<file path="src/design/nws_pkg.sv">
package nws_pkg;

   localparam int CAPACITY    = 64;
   localparam int COORD_WIDTH = 16;

   localparam int FIELD_W = 16;
   localparam int INDEX_W = 6;
   localparam int DIST_W  = 34;
   localparam int SUM_W   = DIST_W + 2;
   localparam int SQ_IN_W = 17;
   localparam int DIFF_W  = COORD_WIDTH + 1;
   localparam int ADDR_W  = (CAPACITY > 1) ? $clog2(CAPACITY) : 1;
   localparam int CNT_W   = $clog2(CAPACITY + 1);

   localparam logic [63:0]       DIFF_LIMIT = 64'd131071;
   localparam logic [DIST_W-1:0] DIST_MAX   = '1;

   localparam logic REQ_INSERT = 1'b0;
   localparam logic REQ_QUERY  = 1'b1;

   localparam logic [1:0] STATUS_INSERTED = 2'd0;
   localparam logic [1:0] STATUS_FULL     = 2'd1;
   localparam logic [1:0] STATUS_FOUND    = 2'd2;
   localparam logic [1:0] STATUS_EMPTY    = 2'd3;

   typedef logic signed [COORD_WIDTH-1:0] coord_type;

   typedef struct packed {
      coord_type x;
      coord_type y;
      coord_type z;
   } point_type;

   typedef struct packed {
      logic                      req_type;
      logic signed [FIELD_W-1:0] pos_x;
      logic signed [FIELD_W-1:0] pos_y;
      logic signed [FIELD_W-1:0] pos_z;
   } req_payload_type;

   typedef struct packed {
      logic [1:0]         status;
      logic [INDEX_W-1:0] best_index;
      logic [DIST_W-1:0]  best_dist_sq;
   } rsp_payload_type;

   typedef enum logic [1:0] {
      ST_IDLE,
      ST_SCAN,
      ST_DRAIN,
      ST_DONE
   } state_type;

   // controller to datapath
   typedef struct packed {
      logic take_req;
      logic issue;
      logic load_rsp;
   } cmd_type;

   // datapath to controller
   typedef struct packed {
      logic is_empty;
      logic last_addr;
      logic pipe_busy;
   } stat_type;

endpackage

</file>
<file path="src/design/nws_datapath.sv">
module nws_datapath
   import nws_pkg::*;
(
   input  logic            clock,
   input  logic            reset,
   input  req_payload_type req_payload,
   input  cmd_type         cmd,
   output stat_type        stat,
   output rsp_payload_type rsp_payload
);

   function automatic logic [DIFF_W-1:0] abs_diff(coord_type a, coord_type b);
      logic signed [DIFF_W-1:0] d;
      d = DIFF_W'(a) - DIFF_W'(b);
      return d[DIFF_W-1] ? DIFF_W'(-d) : DIFF_W'(d);
   endfunction

   point_type mem [CAPACITY];

   logic [CNT_W-1:0]  count_ff, count_in;
   logic [ADDR_W-1:0] scan_addr_ff, scan_addr_in;
   point_type         origin_ff;
   point_type         new_point;
   logic              wr_en;

   // pipeline valids: read data, magnitudes, squares, distance
   logic v0_ff, v1_ff, v2_ff, v3_ff;
   logic [ADDR_W-1:0] idx0_ff, idx1_ff, idx2_ff, idx3_ff;
   point_type         rd_ff;

   logic [DIFF_W-1:0] mag_x_ff, mag_y_ff, mag_z_ff;
   logic [DIFF_W-1:0] mag_x_in, mag_y_in, mag_z_in;
   logic              over1_ff, over1_in;

   logic [SQ_IN_W-1:0] mx, my, mz;
   logic [DIST_W-1:0]  sq_x_ff, sq_y_ff, sq_z_ff;
   logic [DIST_W-1:0]  sq_x_in, sq_y_in, sq_z_in;
   logic               over2_ff;

   logic [SUM_W-1:0]  sum;
   logic [DIST_W-1:0] dist3_ff, dist3_in;

   logic              have_best_ff, have_best_in;
   logic [ADDR_W-1:0] best_idx_ff, best_idx_in;
   logic [DIST_W-1:0] best_dist_ff, best_dist_in;
   logic [1:0]        result_status_ff, result_status_in;
   logic              better;

   rsp_payload_type rsp_ff, rsp_in;

   assign new_point.x = coord_type'(req_payload.pos_x);
   assign new_point.y = coord_type'(req_payload.pos_y);
   assign new_point.z = coord_type'(req_payload.pos_z);

   always_comb begin
      count_in         = count_ff;
      scan_addr_in     = scan_addr_ff;
      wr_en            = 1'b0;
      result_status_in = result_status_ff;
      if (cmd.take_req) begin
         scan_addr_in = '0;
         if (req_payload.req_type == REQ_INSERT) begin
            if (count_ff == CNT_W'(CAPACITY)) begin
               result_status_in = STATUS_FULL;
            end else begin
               result_status_in = STATUS_INSERTED;
               wr_en            = 1'b1;
               count_in         = count_ff + 1'b1;
            end
         end else if (count_ff == '0) begin
            result_status_in = STATUS_EMPTY;
         end else begin
            result_status_in = STATUS_FOUND;
         end
      end else if (cmd.issue) begin
         scan_addr_in = scan_addr_ff + 1'b1;
      end
   end

   assign stat.is_empty  = (count_ff == '0);
   assign stat.last_addr = ((CNT_W'(scan_addr_ff) + 1'b1) == count_ff);
   assign stat.pipe_busy = v0_ff | v1_ff | v2_ff | v3_ff;

   always_ff @(posedge clock) begin
      if (wr_en) begin
         mem[count_ff[ADDR_W-1:0]] <= new_point;
      end
      if (cmd.issue) begin
         rd_ff <= mem[scan_addr_ff];
      end
   end

   // stage 1: absolute differences
   assign mag_x_in = abs_diff(rd_ff.x, origin_ff.x);
   assign mag_y_in = abs_diff(rd_ff.y, origin_ff.y);
   assign mag_z_in = abs_diff(rd_ff.z, origin_ff.z);
   assign over1_in = (64'(mag_x_in) > DIFF_LIMIT) || (64'(mag_y_in) > DIFF_LIMIT)
                  || (64'(mag_z_in) > DIFF_LIMIT);

   // stage 2: squares
   assign mx      = SQ_IN_W'(mag_x_ff);
   assign my      = SQ_IN_W'(mag_y_ff);
   assign mz      = SQ_IN_W'(mag_z_ff);
   assign sq_x_in = DIST_W'(mx) * DIST_W'(mx);
   assign sq_y_in = DIST_W'(my) * DIST_W'(my);
   assign sq_z_in = DIST_W'(mz) * DIST_W'(mz);

   // stage 3: sum with saturation
   assign sum      = SUM_W'(sq_x_ff) + SUM_W'(sq_y_ff) + SUM_W'(sq_z_ff);
   assign dist3_in = (over2_ff || (sum > SUM_W'(DIST_MAX))) ? DIST_MAX : DIST_W'(sum);

   // stage 4: keep the earliest strict minimum
   assign better = v3_ff && (!have_best_ff || (dist3_ff < best_dist_ff));

   always_comb begin
      have_best_in = have_best_ff;
      best_idx_in  = best_idx_ff;
      best_dist_in = best_dist_ff;
      if (cmd.take_req) begin
         have_best_in = 1'b0;
         best_idx_in  = '0;
         best_dist_in = '0;
      end else if (better) begin
         have_best_in = 1'b1;
         best_idx_in  = idx3_ff;
         best_dist_in = dist3_ff;
      end
   end

   always_comb begin
      rsp_in        = rsp_ff;
      if (cmd.load_rsp) begin
         rsp_in.status       = result_status_ff;
         rsp_in.best_index   = '0;
         rsp_in.best_dist_sq = '0;
         if (result_status_ff == STATUS_FOUND) begin
            rsp_in.best_index   = INDEX_W'(best_idx_ff);
            rsp_in.best_dist_sq = best_dist_ff;
         end
      end
   end

   assign rsp_payload = rsp_ff;

   always_ff @(posedge clock) begin
      if (reset) begin
         count_ff     <= '0;
         v0_ff        <= 1'b0;
         v1_ff        <= 1'b0;
         v2_ff        <= 1'b0;
         v3_ff        <= 1'b0;
         have_best_ff <= 1'b0;
      end else begin
         count_ff     <= count_in;
         v0_ff        <= cmd.issue;
         v1_ff        <= v0_ff;
         v2_ff        <= v1_ff;
         v3_ff        <= v2_ff;
         have_best_ff <= have_best_in;
      end
   end

   always_ff @(posedge clock) begin
      scan_addr_ff     <= scan_addr_in;
      result_status_ff <= result_status_in;
      best_idx_ff      <= best_idx_in;
      best_dist_ff     <= best_dist_in;
      rsp_ff           <= rsp_in;
      if (cmd.take_req) begin
         origin_ff <= new_point;
      end
      idx0_ff  <= scan_addr_ff;
      idx1_ff  <= idx0_ff;
      idx2_ff  <= idx1_ff;
      idx3_ff  <= idx2_ff;
      mag_x_ff <= mag_x_in;
      mag_y_ff <= mag_y_in;
      mag_z_ff <= mag_z_in;
      over1_ff <= over1_in;
      sq_x_ff  <= sq_x_in;
      sq_y_ff  <= sq_y_in;
      sq_z_ff  <= sq_z_in;
      over2_ff <= over1_ff;
      dist3_ff <= dist3_in;
   end

endmodule

</file>
<file path="src/design/nws_ctrl.sv">
module nws_ctrl
   import nws_pkg::*;
(
   input  logic     clock,
   input  logic     reset,
   input  logic     req_valid,
   input  logic     req_kind,
   output logic     req_stall,
   output logic     rsp_valid,
   input  logic     rsp_stall,
   input  stat_type stat,
   output cmd_type  cmd
);

   state_type state_ff, state_in;
   logic      rsp_valid_ff, rsp_valid_in;
   logic      slot_free;

   assign slot_free = !rsp_valid_ff || !rsp_stall;

   always_comb begin
      state_in = state_ff;
      cmd      = '0;
      unique case (state_ff)
         ST_IDLE: begin
            if (req_valid) begin
               cmd.take_req = 1'b1;
               if (req_kind == REQ_INSERT || stat.is_empty) begin
                  state_in = ST_DONE;
               end else begin
                  state_in = ST_SCAN;
               end
            end
         end
         ST_SCAN: begin
            cmd.issue = 1'b1;
            if (stat.last_addr) begin
               state_in = ST_DRAIN;
            end
         end
         ST_DRAIN: begin
            if (!stat.pipe_busy) begin
               state_in = ST_DONE;
            end
         end
         ST_DONE: begin
            if (slot_free) begin
               cmd.load_rsp = 1'b1;
               state_in     = ST_IDLE;
            end
         end
         default: state_in = ST_IDLE;
      endcase
   end

   assign req_stall    = (state_ff != ST_IDLE);
   assign rsp_valid_in = cmd.load_rsp || (rsp_valid_ff && rsp_stall);
   assign rsp_valid    = rsp_valid_ff;

   always_ff @(posedge clock) begin
      if (reset) begin
         state_ff     <= ST_IDLE;
         rsp_valid_ff <= 1'b0;
      end else begin
         state_ff     <= state_in;
         rsp_valid_ff <= rsp_valid_in;
      end
   end

endmodule

</file>
<file path="src/design/nearest_waypoint_search.sv">
// insert: taken in the idle state, result loaded in the done state; no new request
// is taken until the state is idle again. query: the single memory read port visits
// one point per cycle, then a 4-stage distance/compare pipeline drains
// the result sits in an output register, so the next request is taken while it waits
// reset clears the point count and all control state; table contents stay undefined
module nearest_waypoint_search
   import nws_pkg::*;
(
   input  logic            clock,
   input  logic            reset,
   input  logic            req_valid,
   output logic            req_stall,
   input  req_payload_type req_payload,
   output logic            rsp_valid,
   input  logic            rsp_stall,
   output rsp_payload_type rsp_payload
);

   cmd_type  cmd;
   stat_type stat;

   nws_ctrl u_ctrl (
      .clock     (clock),
      .reset     (reset),
      .req_valid (req_valid),
      .req_kind  (req_payload.req_type),
      .req_stall (req_stall),
      .rsp_valid (rsp_valid),
      .rsp_stall (rsp_stall),
      .stat      (stat),
      .cmd       (cmd)
   );

   nws_datapath u_datapath (
      .clock       (clock),
      .reset       (reset),
      .req_payload (req_payload),
      .cmd         (cmd),
      .stat        (stat),
      .rsp_payload (rsp_payload)
   );

endmodule

</file>
<file path="config.mk">
export PLATFORM = sky130hd
export DESIGN_NAME = nearest_waypoint_search
export DESIGN_NICKNAME = d
export VERILOG_FILES = /design/src/design/nws_pkg.sv /design/src/design/nws_datapath.sv /design/src/design/nws_ctrl.sv /design/src/design/nearest_waypoint_search.sv
export SDC_FILE = /design/constraint.sdc
export NUM_CORES = 2
export LEC_CHECK = 0
export ABC_CLOCK_PERIOD_IN_PS = 15400
export BUFFER_PORTS_ARGS = -buffer_cell sky130_fd_sc_hd__buf_2
export CORE_AREA = 2 2 499 501
export CTS_CLUSTER_DIAMETER = 60
export DETAILED_ROUTE_END_ITERATION = 8
export DIE_AREA = 0 0 501 503
export PLACE_DENSITY_LB_ADDON = 0.05
export RECOVER_POWER = 25
export SYNTH_ARGS = -nofsm -noshare
export SYNTH_HDL_FRONTEND = slang
export SYNTH_SLANG_ARGS = --single-unit
</file>
<file path="constraint.sdc">
create_clock -name clock -period 15.4 [get_ports clock]
set_input_delay 0 -clock clock [delete_from_list [all_inputs] [get_ports clock]]
set_output_delay 0 -clock clock [all_outputs]
set_load 0.02 [all_outputs]
</file>
; ---- Word level (Yosys, flattened, before mapping)
; Memories as Yosys holds them, arrays and structs flattened. A register that Yosys moved wholly into a read port is not among the register bits.
; Index checks and enable logic that the tools add are counted.
; W data, S select, Z words.
[op_classes]
add_sub_neg = 11
n_mul = 3
order_cmp = 2
eq_ne = 10
mux = 22
bitwise_logic = 5
reduce_logical = 15
[op_table]
columns = op, count
row1 = $mul A17 B17 Y34, 3
row2 = $neg A17 Y17, 3
row3 = $sub A16 B16 Y17, 3
row4 = $mux W16, 3
row5 = $add A36 B34 Y36, 1
row6 = $gt A36 B34 Y1 const B, 1
row7 = $add A34 B34 Y35, 1
row8 = $lt A34 B34 Y1, 1
row9 = $mux W1, 12
row10 = $mux W2, 6
row11 = $pmux W2 S4, 1
row12 = $add A6 B1 Y7 const B, 1
row13 = $add A7 B1 Y7 const B, 1
row14 = $eq A7 B7 Y1, 1
row15 = $eq A7 B7 Y1 const B, 1
row16 = $logic_not A7 Y1, 1
row17 = $add A6 B1 Y6 const B, 1
row18 = $eq A2 B2 Y1 const B, 3
row19 = $ne A2 B2 Y1 const B, 3
row20 = $logic_or A1 B1 Y1, 4
row21 = $reduce_and A4 Y1, 1
row22 = $logic_not A1 Y1, 3
row23 = $or A1 B1 Y1, 3
row24 = $reduce_and A3 Y1, 1
row25 = other kinds (7), 9
[totals]
register_bits = 364
mem_bits_rw = 3072
inputBits = 53
out_inout_bits = 44
elab_cells = 101
memories = 1
[memory_table]
columns = memory, words, word_bits, rd, rd_clocked_by_memory_dff, wr, line
row1 = u_datapath.mem, 64, 48, 1, 1, 1, nws_datapath.sv:18  ; point_type mem [CAPACITY];

; ---- Longest topological paths before layout
[depth]
word_depth = 6
ltp_mapped = 27
ltp_nobuf = 24

; ---- Cells and area by module
; From an unflattened synthesis, not the netlist that was laid out.
[hier_totals]
cells_unflattened = 8767
hier_area_um2 = 158490.8
[modules_own_cells]
columns = mod, n_inst, cells_each, area_each_um2, seq_area_each_um2
row1 = nws_datapath, 1, 8739, 158243.0, 101777.6
row2 = nws_ctrl, 1, 28, 247.7, 60.1

; ---- Least setup slack after synthesis
; Ideal clock, no wire load.
[synth_path]
path_type = reg-to-reg
startpoint = register u_datapath.count_ff[0]
endpoint = memory u_datapath.mem[7][0] (netlist name) (enable)
setup_ns = 0.574
t_arrival_ns = 6.429
required_ns = 14.826
setup_slack_ns = 8.397
path_stages_with_launch = 9
path_cell_list = dfxtp_1 -> clkbuf_1 -> inv_1 -> ha_1 -> nand3_1 -> nor2_1 -> nor3b_1 -> nand4_1 -> nor4_1
[synth_between]
elab_chain_cells = 6
[synth_lines]
columns = item, line
row1 = from (decl), nws_datapath.sv:20  ; logic [CNT_W-1:0] count_ff, count_in;
row2 = from (signal assigned), nws_datapath.sv:154  ; count_ff <= count_in;
row3 = $eq A7 B7 Y1, nws_datapath.sv:63  ; if (count_ff == CNT_W'(CAPACITY)) begin
row4 = $mux W1, nws_datapath.sv:63
row5 = $mux W1, nws_datapath.sv:62  ; if (req_payload.req_type == REQ_INSERT) begin
row6 = $mux W1, nws_datapath.sv:60  ; if (cmd.take_req) begin
row7 = $mux W1, nws_datapath.sv:85  ; if (wr_en) begin
row8 = $mux W1 (implied by the code), nws_datapath.sv:86  ; mem[count_ff[ADDR_W-1:0]] <= new_point;
row9 = to (decl), nws_datapath.sv:18
; Parallel ways exist; a longest one is shown, timed or not.

; ---- Final worst setup path
[layout_path]
startpoint = register u_datapath.mag_z_ff[7]
endpoint = register u_datapath.sq_z_ff[33]
[layout_between]
elab_chain_cells = 1
[layout_lines]
columns = item, line
row1 = from (decl), nws_datapath.sv:31  ; logic [DIFF_W-1:0] mag_x_ff, mag_y_ff, mag_z_ff;
row2 = from (signal assigned), nws_datapath.sv:178  ; mag_z_ff <= mag_z_in;
row3 = $mul A17 B17 Y34, nws_datapath.sv:106  ; assign sq_z_in = DIST_W'(mz) * DIST_W'(mz);
row4 = net u_datapath.sq_z_in[33], nws_datapath.sv:37  ; logic [DIST_W-1:0] sq_x_in, sq_y_in, sq_z_in;
row5 = to (signal assigned), nws_datapath.sv:182  ; sq_z_ff <= sq_z_in;
row6 = to (decl), nws_datapath.sv:36  ; logic [DIST_W-1:0] sq_x_ff, sq_y_ff, sq_z_ff;
; The timed path passes the listed nets, and every way through them passes these cells.
; A chain may end at the register's enable or synchronous reset.

==> results.cfg <==
[timing]
setup-tns-final_ns = 0
max_freq_mhz = 139
skew_ns = 0.105
setup_viol = 0
slew_headroom_pct = -82.6
rsz0062_at_grt = false
fin_crit_sh_pct = 46.6
worstMarginPinSlew_ns = 2.74
period_minus_slack_ns = 7.17
finalHoldViolCount = 0
slew_viol_final = 1980

[worst_setup_path]
crit_type = flip-flop to flip-flop
end_kind = flip-flop
critPathSlowestCell = dfxtp_1
crit_required_ns = 16.17
crit_fanout = 17
critPathMaxStageDelay_ns = 0.85
cp.arrival_ns = 7.94
crit_chain = nand2_1 -> fa_1 -> inv_1 -> fa_1 -> fa_1 -> inv_1 -> fa_1 -> fa_1 -> inv_1 -> fa_1 -> ha_1 -> a21o_1 -> a21o_1 -> a2111oi_0 -> a211oi_1 -> a211oi_1 -> o2111ai_1 -> a31oi_1 -> o21bai_1 -> xnor2_1
crit_path_start_kind = flip-flop
cpMostUsedCell = fa_1

[cts]
cts.sinks = 3481
insertion_delay_ns = 0.98
cts_tree = yes
clk_path_buf_depth = 4
clk_pin_slew_ns = 0.06
numCtsBuffers = 362
cts_max_level = 5
cts-resized-gates = 0
cts_root_buffer = clkbuf_16

[die]
chipWidth_microns = 501
start_util_pct = 64.7
chipHeight_microns = 503
rows = 183
dieArea_sq_um = 252000
top_level_ports = 97
core_sq_um = 247000

[placed_design]
portBuffers = 96
dp.final_hpwl_microns = 247000
gp_congestion = 0.890

[logic_synthesis]
yosysMostFrequentCell = edfxtp_1
synth_top_area_share_pct = 60.4
syn_avg_cell_area_sq_um = 17.7
synth_area_leaders = edfxtp_1 60%, mux4_2 14%, fa_1 7.3%
synth_nets = 10100
yosys.area.top_type = edfxtp_1
ys_seq_area_share_pct = 63.8
synthTopCellsByCount = 3212 x edfxtp_1, 1013 x inv_1, 993 x mux4_2, 584 x fa_1, 480 x ha_1
synthCells = 9008
synth_edf_count = 3212
synth-main-ff-cell = edfxtp_1
yosys_warnings = 0
async_reset_ff_share_pct = 0
synth_seq_cells = 3481
synth_area_sq_um = 160000
ys_types = 93

[final_layout]
fill_cells = 15000
area_delta_synth_final_pct = 10.6
postLayoutCoreUtil_pct = 71.5
final_nets = 10500
drive_above_1_share_pct = 19.4
multi_input_area_sq_um = 53200
regArea_sq_um = 102000

[global_route]
use_met1_pct = 46.3
antenna_found_initial = 30
met2_usage_pct = 55.2
gr-total-overflow = 0
met3_usage_pct = 6.50
globalRoute.busiestLayer = met2
grt_pass1_vias = 86500
grt_pass1_wl_microns = 607000
grt.total_usage_pct = 34.1
grt_max_degree = 131

[route]
post-route-drc-count = 0
post_drt_wl_per_cell_microns = 32.9
via_per_inst = 6.67
first_pass_iters = 6
first_iter_violations = 11300
ant_nets = 0
via_count = 85700
wl_microns = 423000

[worst_hold_path]
hold_path_class = primary input to flip-flop

[status]
violations = max-capacitance violations, max-slew violations
outcome = finished, violations left

[flow_run]
maxCapViolCount = 30
## layer usage
metal / routed length [microns] / vias to the layer above
li1: - / 34800
met2: 207000 / 5189
met3: 42900 / 965
met4: 20000 / 24
met5: 161 / -
met1: 152000 / 44700
## final cells by class
| cell class | instances | area share, % |
|---|---|---|
| multi-input cells | 4161 | 30.1 |
| diodes | 14 | 0.0198 |
| well taps | 3237 | 2.29 |
| repair buffers | 321 | 1.30 |
| clock buffers | 454 | 5.47 |
| clock inverters | 178 | 1.02 |
| flip-flops and latches | 3481 | 57.7 |
| inverters | 1014 | 2.16 |
## cell usage in the layout, fill, tap and decap left out, types with 65 or more instances in the layout
cell type | synthesis | routed
a21oi_1 | 207 | 206
and2_1 | 192 | 192
buf_2 | 56 | 65
buf_4 | 0 | 166
clkbuf_1 | 237 | 108
clkbuf_16 | 0 | 372
clkinv_1 | 1 | 66
dfxtp_1 | 269 | 263
edfxtp_1 | 3212 | 3212
fa_1 | 584 | 584
ha_1 | 480 | 479
inv_1 | 1013 | 1012
mux4_2 | 993 | 993
nand2_1 | 358 | 358
nand3_1 | 90 | 90
nor2_1 | 241 | 182
o21ai_0 | 137 | 137
xnor2_1 | 160 | 160
xor2_1 | 92 | 92
## registers in the layout (all words and copies together), names as in the netlist, 7 cells and up
register and flops:
u_datapath.rsp_payload 42, u_datapath.sq_y_ff 33, u_datapath.best_dist_ff 34, u_datapath.sq_x_ff 33, u_datapath.dist3_ff 34, u_datapath.count_ff 7, u_datapath.mag_y_ff 17, u_datapath.sq_z_ff 33
u_datapath.origin_ff 48, u_datapath.mag_z_ff 17, u_datapath.mem 3072, u_datapath.rd_ff 48, u_datapath.mag_x_ff 17
## what timing repair did
action                                 in CTS  in global routing
hold buffers                               55                  0
endpoints found under the hold margin    3220                  0
setup buffers                               0                  0
## worst max-delay path, delay by kind of cell, from the launching register on
family | cells | cell delay (ns)
fa+ha+maj | 7 | 3.38
compound gates | 8 | 2.28
flops | 1 | 0.85
simple gates | 1 | 0.23
buf+inv | 3 | 0.16
xor+xnor | 1 | 0.13
## logic make-up (layout without fill, tap and decap cells)
logic type               count (synthesis)  in the layout  synth area share, %
XOR/XNOR                               252            252                 1.38
adder cells (fa/ha/maj)               1064           1064                 11.1
AO/OA/AOI/OAI                          674            674                 2.77
other                                    0             14                    0
buffers and inverters                 1366           1967                 3.29
flip-flops                            3481           3481                 63.8
multiplexers                          1032           1032                 14.3
AND/OR/NAND/NOR                       1139           1139                 3.46
## through the flow
step	setup slack (ns)	cell area [sq um]	hold slack [ns]	std cells
after floorplan	8.40	160000	0.0716	9008
after global placement	8.49	165000	0.297	12200
after detailed placement	8.40	165000	0.311	12200
after CTS	8.34	177000	0.00852	12800
after global routing	7.94	177000	0.0506	12800
final	8.23	177000	0.0524	12900
## worst paths after layout
| path | startpoint | end | slack, ns | depth (start not counted) |
|---|---|---|---|---|
| worst max-delay path | u_datapath.mag_z_ff[7] | u_datapath.sq_z_ff[33] | 8.23 | 20 |
| worst min-delay path | reset | u_datapath.v0_ff | 0.05 | 3 |
| worst max register to register | u_datapath.mag_z_ff[7] | u_datapath.sq_z_ff[33] | 8.23 | 20 |
| worst min register to register | u_datapath.idx2_ff[5] | u_datapath.idx3_ff[5] | 0.33 | 0 |
Power is not shown: default switching activity piles up to over one toggle a cycle in this logic, so the estimate is an artifact.
